`config.mk`:
```
export PLATFORM = sky130hd
export DESIGN_NAME = length_prefixed_int_encoder_top_flat
export DESIGN_NICKNAME = d
export VERILOG_FILES = /design/src/sv/lpie_pkg.sv /design/src/sv/lpie_in_if.sv /design/src/sv/lpie_out_if.sv /design/src/sv/lpie_digit.sv /design/src/sv/length_prefixed_int_encoder_top.sv /design/src/flat_wrapper.sv
export SDC_FILE = /design/constraint.sdc
export NUM_CORES = 1
export LEC_CHECK = 0
export BUFFER_PORTS_ARGS = -buffer_cell sky130_fd_sc_hd__buf_2
export CORE_MARGIN = 4
export CORE_UTILIZATION = 45
export CTS_CLUSTER_DIAMETER = 30
export CTS_CLUSTER_SIZE = 28
export DETAILED_ROUTE_END_ITERATION = 16
export GPL_ROUTABILITY_DRIVEN = 0
export GPL_TIMING_DRIVEN = 0
export MAX_ROUTING_LAYER = met4
export PLACE_DENSITY = 0.67
export SLEW_MARGIN = 0
export SYNTH_ARGS = -nofsm -noshare
export SYNTH_HDL_FRONTEND = slang
export SYNTH_HIERARCHICAL = 1
export SYNTH_SLANG_ARGS = --single-unit
```
`constraint.sdc`:
```
create_clock -name clk -period 15.15 [get_ports clk]
set_input_delay 2.2725 -clock clk [delete_from_list [all_inputs] [get_ports clk]]
set_output_delay 2.2725 -clock clk [all_outputs]
set_load 0.02 [all_outputs]
```
`src/sv/lpie_pkg.sv`:
```
// Shared types and constants for the length-prefixed integer encoder.
// No dependencies; compiled before every other file of the block.
package lpie_pkg;

	// Header marker bits.
	localparam logic [7:0] HDR_SIGNED   = 8'h40;
	localparam logic [7:0] HDR_UNSIGNED = 8'h80;
	localparam logic [7:0] SIGN_BIT     = 8'h80;

	// Bytes in one input value.
	localparam int unsigned VALUE_BYTES = 8;

	// Encoder sequencer states.
	typedef enum logic [1:0] {
		ST_IDLE,
		ST_SCAN,
		ST_HEAD,
		ST_BODY
	} state_t;

	// Control from the sequencer to the digit unit.
	typedef struct packed {
		logic clear;
		logic step;
		logic negate;
	} dig_ctrl_t;

	// Status from the digit unit back to the sequencer.
	typedef struct packed {
		logic [3:0] count;
		logic       last;
	} dig_stat_t;

endpackage

```
`src/sv/lpie_in_if.sv`:
```
// Input channel of the encoder: one value and its kind per transaction.
// Stands alone; uses no package.
interface lpie_in_if;
	logic        valid;
	logic        ready;
	logic        kind;
	logic [63:0] value;

	modport source (output valid, output kind, output value, input ready);
	modport sink (input valid, input kind, input value, output ready);
endinterface

```
`src/sv/lpie_out_if.sv`:
```
// Output channel of the encoder: one encoded byte per transaction.
// Stands alone; uses no package.
interface lpie_out_if;
	logic       valid;
	logic       ready;
	logic [7:0] out_byte;
	logic       last_byte;

	modport source (output valid, output out_byte, output last_byte, input ready);
	modport sink (input valid, input out_byte, input last_byte, output ready);
endinterface

```
`src/sv/lpie_digit.sv`:
```
// Byte-serial magnitude unit: negates a two's complement value one byte per
// cycle with a carry register and counts its significant bytes. Uses lpie_pkg.
module lpie_digit (
	input  logic                 clk,
	input  logic                 arst_n,
	input  lpie_pkg::dig_ctrl_t  ctrl,
	input  logic [7:0]           byte_in,
	output logic [7:0]           byte_out,
	output lpie_pkg::dig_stat_t  stat
);

	logic       carry_q;
	logic [2:0] idx_q;
	logic [3:0] count_q;

	// Negation is invert plus the carry that rippled up from lower bytes.
	always_comb begin
		if (ctrl.negate) begin
			byte_out = ~byte_in + {7'b0, carry_q};
		end else begin
			byte_out = byte_in;
		end
	end

	// Carry, byte index and the count of bytes up to the highest nonzero byte.
	always_ff @(posedge clk or negedge arst_n) begin
		if (!arst_n) begin
			carry_q <= 1'b1;
			idx_q   <= '0;
			count_q <= '0;
		end else if (ctrl.clear) begin
			carry_q <= 1'b1;
			idx_q   <= '0;
			count_q <= '0;
		end else if (ctrl.step) begin
			carry_q <= carry_q & (byte_in == 8'h00);
			idx_q   <= idx_q + 3'd1;
			if (byte_out != 8'h00) begin
				count_q <= {1'b0, idx_q} + 4'd1;
			end
		end
	end

	assign stat.count = count_q;
	assign stat.last  = (idx_q == 3'(lpie_pkg::VALUE_BYTES - 1));

endmodule

```
`src/sv/length_prefixed_int_encoder_top.sv`:
```
// Top level of the length-prefixed integer encoder: sequencer, 64-bit byte
// shift register and output register. Uses lpie_pkg, lpie_in_if, lpie_out_if
// and lpie_digit.
//
// Channel    Role    Payload               Handshake
// value_ch   sink    kind, value[63:0]     valid/ready
// byte_ch    source  out_byte[7:0], last   valid/ready
//
// One value is accepted, then scanned through lpie_digit one byte of the magnitude
// per cycle for all eight bytes, and then emitted at one byte per cycle while
// byte_ch keeps up; a code is one byte or a header and up to eight body bytes.
// The next value is accepted once the last byte sits in the output register.
// A stalled byte_ch holds the output register and the sequencer waits.
// Reset clears the sequencer and the output valid flag.
module length_prefixed_int_encoder_top (
	input  logic            clk,
	input  logic            arst_n,
	lpie_in_if.sink         value_ch,
	lpie_out_if.source      byte_ch
);

	lpie_pkg::state_t    state_q, state_d;
	lpie_pkg::dig_ctrl_t dig_ctrl;
	lpie_pkg::dig_stat_t dig_stat;

	logic [63:0] value_q;
	logic        kind_q;
	logic        sign_q;
	logic [3:0]  remaining_q;
	logic [7:0]  mag_byte;
	logic        accept;
	logic        out_load;
	logic        short_code;
	logic [7:0]  head_byte;
	logic [7:0]  load_byte;
	logic        load_last;
	logic        out_valid_q;
	logic [7:0]  out_byte_q;
	logic        out_last_q;

	assign accept   = value_ch.valid && value_ch.ready;
	assign out_load = ((state_q == lpie_pkg::ST_HEAD) || (state_q == lpie_pkg::ST_BODY))
		&& (!out_valid_q || byte_ch.ready);

	// Magnitude digit unit.
	assign dig_ctrl.clear  = accept;
	assign dig_ctrl.step   = (state_q == lpie_pkg::ST_SCAN);
	assign dig_ctrl.negate = sign_q;

	lpie_digit u_digit (
		.clk      (clk),
		.arst_n   (arst_n),
		.ctrl     (dig_ctrl),
		.byte_in  (value_q[7:0]),
		.byte_out (mag_byte),
		.stat     (dig_stat)
	);

	// Header or single-byte code, chosen from the count and the low byte.
	always_comb begin
		if (kind_q) begin
			short_code = (dig_stat.count <= 4'd1) && (value_q[7:6] == 2'b00);
			if (short_code) begin
				head_byte = (sign_q ? lpie_pkg::SIGN_BIT : 8'h00) | {2'b00, value_q[5:0]};
			end else begin
				head_byte = lpie_pkg::HDR_SIGNED | (sign_q ? lpie_pkg::SIGN_BIT : 8'h00)
					| {4'b0000, dig_stat.count};
			end
		end else begin
			short_code = (dig_stat.count <= 4'd1) && !value_q[7];
			if (short_code) begin
				head_byte = {1'b0, value_q[6:0]};
			end else begin
				head_byte = lpie_pkg::HDR_UNSIGNED | {4'b0000, dig_stat.count};
			end
		end
	end

	// Next state and the byte offered to the output register.
	always_comb begin
		state_d        = state_q;
		value_ch.ready = 1'b0;
		load_byte      = head_byte;
		load_last      = 1'b0;
		case (state_q)
			lpie_pkg::ST_IDLE: begin
				value_ch.ready = 1'b1;
				if (value_ch.valid) begin
					state_d = lpie_pkg::ST_SCAN;
				end
			end
			lpie_pkg::ST_SCAN: begin
				if (dig_stat.last) begin
					state_d = lpie_pkg::ST_HEAD;
				end
			end
			lpie_pkg::ST_HEAD: begin
				load_byte = head_byte;
				load_last = short_code;
				if (out_load) begin
					state_d = short_code ? lpie_pkg::ST_IDLE : lpie_pkg::ST_BODY;
				end
			end
			lpie_pkg::ST_BODY: begin
				load_byte = value_q[7:0];
				load_last = (remaining_q == 4'd1);
				if (out_load && load_last) begin
					state_d = lpie_pkg::ST_IDLE;
				end
			end
			default: begin
				state_d = lpie_pkg::ST_IDLE;
			end
		endcase
	end

	always_ff @(posedge clk or negedge arst_n) begin
		if (!arst_n) begin
			state_q <= lpie_pkg::ST_IDLE;
		end else begin
			state_q <= state_d;
		end
	end

	// Byte shift register: rotates through the digit unit during the scan,
	// then shifts out one byte per emitted body byte.
	always_ff @(posedge clk) begin
		if (accept) begin
			value_q <= value_ch.value;
			kind_q  <= value_ch.kind;
			sign_q  <= value_ch.kind & value_ch.value[63];
		end else if (state_q == lpie_pkg::ST_SCAN) begin
			value_q <= {mag_byte, value_q[63:8]};
		end else if (out_load && (state_q == lpie_pkg::ST_BODY)) begin
			value_q <= {8'h00, value_q[63:8]};
		end
	end

	// Body byte counter.
	always_ff @(posedge clk) begin
		if (out_load && (state_q == lpie_pkg::ST_HEAD)) begin
			remaining_q <= dig_stat.count;
		end else if (out_load && (state_q == lpie_pkg::ST_BODY)) begin
			remaining_q <= remaining_q - 4'd1;
		end
	end

	// Output register.
	always_ff @(posedge clk or negedge arst_n) begin
		if (!arst_n) begin
			out_valid_q <= 1'b0;
		end else if (out_load) begin
			out_valid_q <= 1'b1;
		end else if (byte_ch.ready) begin
			out_valid_q <= 1'b0;
		end
	end

	always_ff @(posedge clk) begin
		if (out_load) begin
			out_byte_q <= load_byte;
			out_last_q <= load_last;
		end
	end

	assign byte_ch.valid     = out_valid_q;
	assign byte_ch.out_byte  = out_byte_q;
	assign byte_ch.last_byte = out_last_q;

	// An accepted value always starts a scan.
	a_accept_scan: assert property (@(posedge clk) disable iff (!arst_n)
		accept |=> (state_q == lpie_pkg::ST_SCAN))
		else $error("accepted value did not start a scan");

	// The scan ends after the eighth byte.
	a_scan_end: assert property (@(posedge clk) disable iff (!arst_n)
		((state_q == lpie_pkg::ST_SCAN) && dig_stat.last) |=> (state_q == lpie_pkg::ST_HEAD))
		else $error("scan did not end on the last byte");

	// The significant byte count fits the value.
	a_count_range: assert property (@(posedge clk) disable iff (!arst_n)
		(state_q == lpie_pkg::ST_HEAD) |-> (dig_stat.count <= 4'd8))
		else $error("byte count above eight");

	// Body bytes are emitted only while some remain.
	a_body_nonempty: assert property (@(posedge clk) disable iff (!arst_n)
		(state_q == lpie_pkg::ST_BODY) |-> (remaining_q != 4'd0))
		else $error("body state with no bytes left");

	// Loading the final byte returns the sequencer to idle.
	a_last_idle: assert property (@(posedge clk) disable iff (!arst_n)
		(out_load && load_last) |=> (state_q == lpie_pkg::ST_IDLE))
		else $error("final byte did not end the encoding");

endmodule
```
`src/flat_wrapper.sv`:
```
// flat-port wrapper written by rule: the top's interface ports become plain ports
module length_prefixed_int_encoder_top_flat 
  (clk, arst_n, value_ch_valid, value_ch_kind, value_ch_value, value_ch_ready, byte_ch_valid, byte_ch_out_byte, byte_ch_last_byte, byte_ch_ready);
  lpie_in_if value_ch_i ();
  lpie_out_if byte_ch_i ();
  input  logic clk;
  input  logic arst_n;
  input wire logic [$bits(value_ch_i.valid)-1:0] value_ch_valid;
  input wire logic [$bits(value_ch_i.kind)-1:0] value_ch_kind;
  input wire logic [$bits(value_ch_i.value)-1:0] value_ch_value;
  output wire logic [$bits(value_ch_i.ready)-1:0] value_ch_ready;
  output wire logic [$bits(byte_ch_i.valid)-1:0] byte_ch_valid;
  output wire logic [$bits(byte_ch_i.out_byte)-1:0] byte_ch_out_byte;
  output wire logic [$bits(byte_ch_i.last_byte)-1:0] byte_ch_last_byte;
  input wire logic [$bits(byte_ch_i.ready)-1:0] byte_ch_ready;
  assign value_ch_i.valid = value_ch_valid;
  assign value_ch_i.kind = value_ch_kind;
  assign value_ch_i.value = value_ch_value;
  assign value_ch_ready = value_ch_i.ready;
  assign byte_ch_valid = byte_ch_i.valid;
  assign byte_ch_out_byte = byte_ch_i.out_byte;
  assign byte_ch_last_byte = byte_ch_i.last_byte;
  assign byte_ch_i.ready = byte_ch_ready;
  length_prefixed_int_encoder_top u_core (.clk(clk), .arst_n(arst_n), .value_ch(value_ch_i), .byte_ch(byte_ch_i));
endmodule
```
* Yosys cells after proc, flatten, opt, wreduce, memory -nomap -nowiden
Cells that the tools add are included.
** Operators by class
- Add/subtract/negate cells :: 4
- Order comparisons :: 1
- Equality and inequality tests :: 9
- Muxes and demuxes :: 29
- Bitwise gates (word level) :: 5
- Reduce and logical (&&, ||, !) cells :: 22
** Operator list (number)
- 2-to-1 mux 64 bit :: 3
- 2-to-1 mux 8 bit :: 6
- 2-to-1 mux 4 bit :: 5
- 2-to-1 mux 2 bit :: 5
- adder 8 x 1 -> 8 bit :: 1
- logical NOT 8 bit :: 1
- inverter 8 bit :: 1
- bitwise OR 8 x 4 -> 8 bit :: 1
- bitwise OR 8 x 6 -> 8 bit :: 1
- case mux 2 bit (4 select lines) :: 1
- nonzero test 2 bit :: 4
- nonzero test 8 bit :: 1
- logical AND 1 bit :: 7
- 2-to-1 mux 1 bit :: 6
- 2-to-1 mux 3 bit :: 2
- inequality test 2 bit, second input constant :: 3
- adder 3 x 1 -> 4 bit, second input constant :: 1
- == test 2 bit, second input constant :: 2
- == test 4 x 1 -> 1 bit, second input constant :: 1
- less-or-equal comparator 4 x 1 -> 1 bit, second input constant :: 1
- logical NOT 2 bit :: 2
- AND reduction 4 bit :: 1
- subtractor 4 x 1 -> 4 bit, second input constant :: 1
- adder 3 x 1 -> 3 bit, second input constant :: 1
- 9 further kinds :: 12
** Word-level totals
- Flip-flop bits (word level) :: 90
- Output and inout bits :: 11
- Word-level logic and storage cells :: 81

* Depth between registers and ports, before layout
- Depth in word-level cells :: 7
- Mapped depth :: 9

* Cells and area by module
The synthesis kept the hierarchy.
** Modules (own cells, without submodules)
- length_prefixed_int_encoder_top :: instances 1, cells each 219, area an instance 3622.2 µm², seq. area each 2447.3 µm²
- lpie_digit :: instances 1, cells each 72, area an instance 688.2 µm², seq. area each 201.4 µm²

* Least setup slack after synthesis
No wires, ideal clock.
- Kind :: input -> register
- Start point :: input port value_ch_valid
- End point :: register u_core.value_q[0] (enable)
- Data arrival time :: 6820 ps
- Required time :: 14576 ps
- Setup slack :: 7756 ps
- Stages on the path :: 2
- Cell sequence :: nor2_1 o21ai_0
** On the way
- Cells in the longest elaborated chain, start to end :: 2
** RTL lines
- start: declaration :: line flat_wrapper.sv:8 : input wire logic [$bits(value_ch_i.valid)-1:0] value_ch_valid;
- logical AND 1 bit :: line length_prefixed_int_encoder_top.sv:41 : assign accept = value_ch.valid && value_ch.ready;
- nonzero test 3 bit (no line)
- end signal: assignment :: line length_prefixed_int_encoder_top.sv:129 : value_q <= value_ch.value;
- end signal: assignment :: line length_prefixed_int_encoder_top.sv:133 : value_q <= {mag_byte, value_q[63:8]};
- end signal: assignment :: line length_prefixed_int_encoder_top.sv:135 : value_q <= {8'h00, value_q[63:8]};
- end: declaration :: line length_prefixed_int_encoder_top.sv:26 : logic [63:0] value_q;
Every way passes these cells.
A chain may end at the register's enable or synchronous reset.

* Worst setup path after layout
- Start point :: input port value_ch_valid
- End point :: register u_core.u_digit.count_q[3]
** On the way
- Cells in the longest elaborated chain, start to end :: 3
** RTL lines
- logical AND 1 bit (*) :: line length_prefixed_int_encoder_top.sv:41
- via u_core.accept :: line length_prefixed_int_encoder_top.sv:31 : logic accept;
- nonzero test 2 bit (no line)
- AND reduction 2 bit (no line)
- end signal: assignment :: line lpie_digit.sv:39 : count_q <= {1'b0, idx_q} + 4'd1;
- end: declaration :: line lpie_digit.sv:14 : logic [3:0] count_q;
Mark *: on every way through the listed nets, which the timed path passes. The rest lies on a longest branch.

==> impl_metrics.json <==
{
  "grt_pass1_vias": 2804,
  "p_leak_nw": 2.09,
  "cts_buffers": 9,
  "drt_iter0_drc": 135,
  "die_h_um": 106,
  "maxCapViolations": 0,
  "relSlewSlack": 0.635,
  "grt_max_degree": 30,
  "seq_power_share": 0.480,
  "p_switching_w": 0.000346,
  "syn-num-nets": 366,
  "dpl.hpwl_mm": 6.39,
  "critPathArrivalTime_ps": 4600,
  "io_pins": 80,
  "grt_usage": 0.170,
  "slew_violations": 0,
  "required_ps": 15390,
  "status": "finished clean",
  "finalCriticalPeriod_ps": 4350,
  "ys_warn_count": 6,
  "area_growth_pct": 18.8,
  "initial_core_util": 0.464,
  "swShare": 0.328,
  "cts_tree": "done",
  "power_density_nw_per_um2": 206,
  "pwr-share-comb": 0.362,
  "num_antenna_cells": 0,
  "synth_edf_count": 79,
  "final_net_count": 458,
  "syn_area_per_cell_um2": 14.8,
  "dr.pass1.iters": 4,
  "grt_pass1_wl_mm": 14.3,
  "rrSetupSlack_ps": 12450,
  "ys.flop_type": "edfxtp_1",
  "cts_sinks": 90,
  "yosysUniqueCellTypes": 46,
  "cp-end-kind": "flop",
  "yosysSeqAreaShare": 0.615,
  "final_cell_mix": "buf_2 (86), edfxtp_1 (79), mux2_2 (61)",
  "place_ws_ps": 10460,
  "finalHoldViolCount": 0,
  "drc": 0,
  "coreArea_um2": 9280,
  "fin_setup_tns_ps": 0,
  "final_common_cell": "buf_2",
  "ir_drop_mv": 0.0983,
  "fin_worst_skew_ps": 10.5,
  "synth-seq-cells": 90,
  "vias_per_cell": 5.20,
  "timing.fmax_ghz": 0.230,
  "antenna_found_initial": 0,
  "synth.top_cell.area_share": 0.550,
  "cts_resized": 0,
  "num_vias": 2686,
  "drt-total-wl_mm": 8.79,
  "crit_path_max_fanout": 12,
  "antenna_left": 0,
  "p_int_w": 0.000708,
  "clock_path_buffers": 2,
  "clk_pin_slew_worst_paths_ps": 90,
  "ys_top_cells_by_area": "edfxtp_1 (55%), mux2_2 (16%), dfrtp_1 (5.8%), ha_1 (1.7%), a22o_1 (1.6%)",
  "row_count": 35,
  "die_x_um": 106,
  "htreeDepth": 3,
  "min_path_type": "flop to flop",
  "synthArstFlopShare": 0.122,
  "setup_viol": 0,
  "grt_overflow": 0,
  "wire_per_inst_um": 17.0,
  "drive_above_1_share": 0.472,
  "worstSkewPairLatency_ps": 350,
  "rsz0062_at_grt": "no",
  "power_frac_clock": 0.158,
  "cp-start-kind": "input port",
  "fin_util": 0.552,
  "setup_ws_ps": 10800,
  "postCtsSetupRepairBufs": 0,
  "critPathKind": "input port to flop",
  "dieArea_um2": 11200,
  "synthesis.area_um2": 4310,
  "synth_top_area_cell": "edfxtp_1",
  "portBuffers": 79,
  "tightest_slew_ps": 542,
  "post-route-period-util": 0.287,
  "postCtsHoldBufs": 0,
  "clockRootBuffer": "clkbuf_8",
  "syn_inst": 291
}
## worst max-delay path, stage by stage
cell and delay [ps]:
buf_2 110, nor3b_2 160, buf_2 210, buf_2 240, clkbuf_1 250, nor2_1 150
nor4bb_1 320, nor4b_4 450, a21oi_1 150, a211o_1 280
## kinds of logic (layout without fill, tap and decap cells)
logic type               Yosys count  in the layout  share of synthesized area
AO/OA/AOI/OAI                     45             45                     0.0761
XOR/XNOR                           9              9                     0.0226
adder cells (fa/ha/maj)            6              6                     0.0174
buffers and inverters             22            119                     0.0238
flip-flops                        90             90                      0.615
multiplexers                      64             64                      0.166
AND/OR/NAND/NOR                   55             55                     0.0792
## synthesized netlist by cell type, types with 3 or more instances
cell	n
a22o_1	8
nand2_1	9
nor2_1	11
dfrtp_1	10
mux2_2	61
xnor2_1	6
inv_1	8
ha_1	6
clkbuf_1	4
o21ai_0	6
buf_2	7
buf_4	3
edfxtp_1	79
a211o_1	4
mux2i_1	3
a21oi_1	9
nor2b_1	4
nand2b_1	7
and3_2	4
and2_1	5
## registers in the layout, indices dropped and copies added, names as in the netlist
signal / count
u_core/state_q: 2
u_core/byte_ch.last_byte: 1
u_core/kind_q: 1
u_core/byte_ch.out_byte: 8
u_core/byte_ch.valid: 1
u_core/u_digit/carry_q: 1
u_core/u_digit/idx_q: 3
u_core/u_digit/count_q: 4
u_core/sign_q: 1
u_core/remaining_q: 4
u_core/value_q: 64
## power groups by stage
| stage | Combinational [W] | Clock [W] | Sequential (W) |
|---|---|---|---|
| after detailed placement | 0.000379 | 0 | 0.000511 |
| after global placement | 0.000357 | 0 | 0.000523 |
| after floorplan | 0.000273 | 0 | 0.000511 |
| after global routing | 0.000420 | 0.000182 | 0.000520 |
| after CTS | 0.000383 | 0.000171 | 0.000506 |
| final | 0.000381 | 0.000167 | 0.000505 |
## worst paths after layout
check,start,endpoint,cells past startpoint
min,u_core/u_digit/carry_q$_DFFE_PN1P_,u_core/u_digit/carry_q$_DFFE_PN1P_,1
max in group asynchronous,arst_n,u_core/u_digit/carry_q$_DFFE_PN1P_,1
min reg2reg,u_core/u_digit/carry_q$_DFFE_PN1P_,u_core/u_digit/carry_q$_DFFE_PN1P_,1
max,value_ch_valid,u_core/u_digit/count_q[3]$_DFFE_PN0P_,10
min in group asynchronous,arst_n,u_core/state_q[1]$_DFFE_PN0P_,1
max reg2reg,u_core/state_q[1]$_DFFE_PN0P_,u_core/u_digit/count_q[2]$_DFFE_PN0P_,9
## area by class of cell
cell class / instances / area, um2
Clock buffer: 9 / 124
Sequential cell: 90 / 2650
Clock inverter: 7 / 78.8
Multi-Input combinational cell: 179 / 1570
Buffer: 14 / 72.6
Tap cell: 129 / 161
Fill cell: 787 / 4160
Inverter: 8 / 30.0
Timing Repair Buffer: 81 / 435
## layer usage
metal,routed length [um],share of wire,GRT usage
met2,4150,0.47,0.260
met1,4100,0.47,0.229
met5,0,0,-
met4,116,0.013,0.0583
met3,422,0.048,0.0312
## through the flow
stage	instances	hold WS, ps	area, um2	power [W]
after floorplan	291	485	4310	0.000784
final	517	541	5120	0.00105
after global placement	499	513	4870	0.000880
after CTS	517	538	5120	0.00106
after detailed placement	501	526	4920	0.000890
after global routing	517	552	5120	0.00112
(Power assumes the default switching activity.)
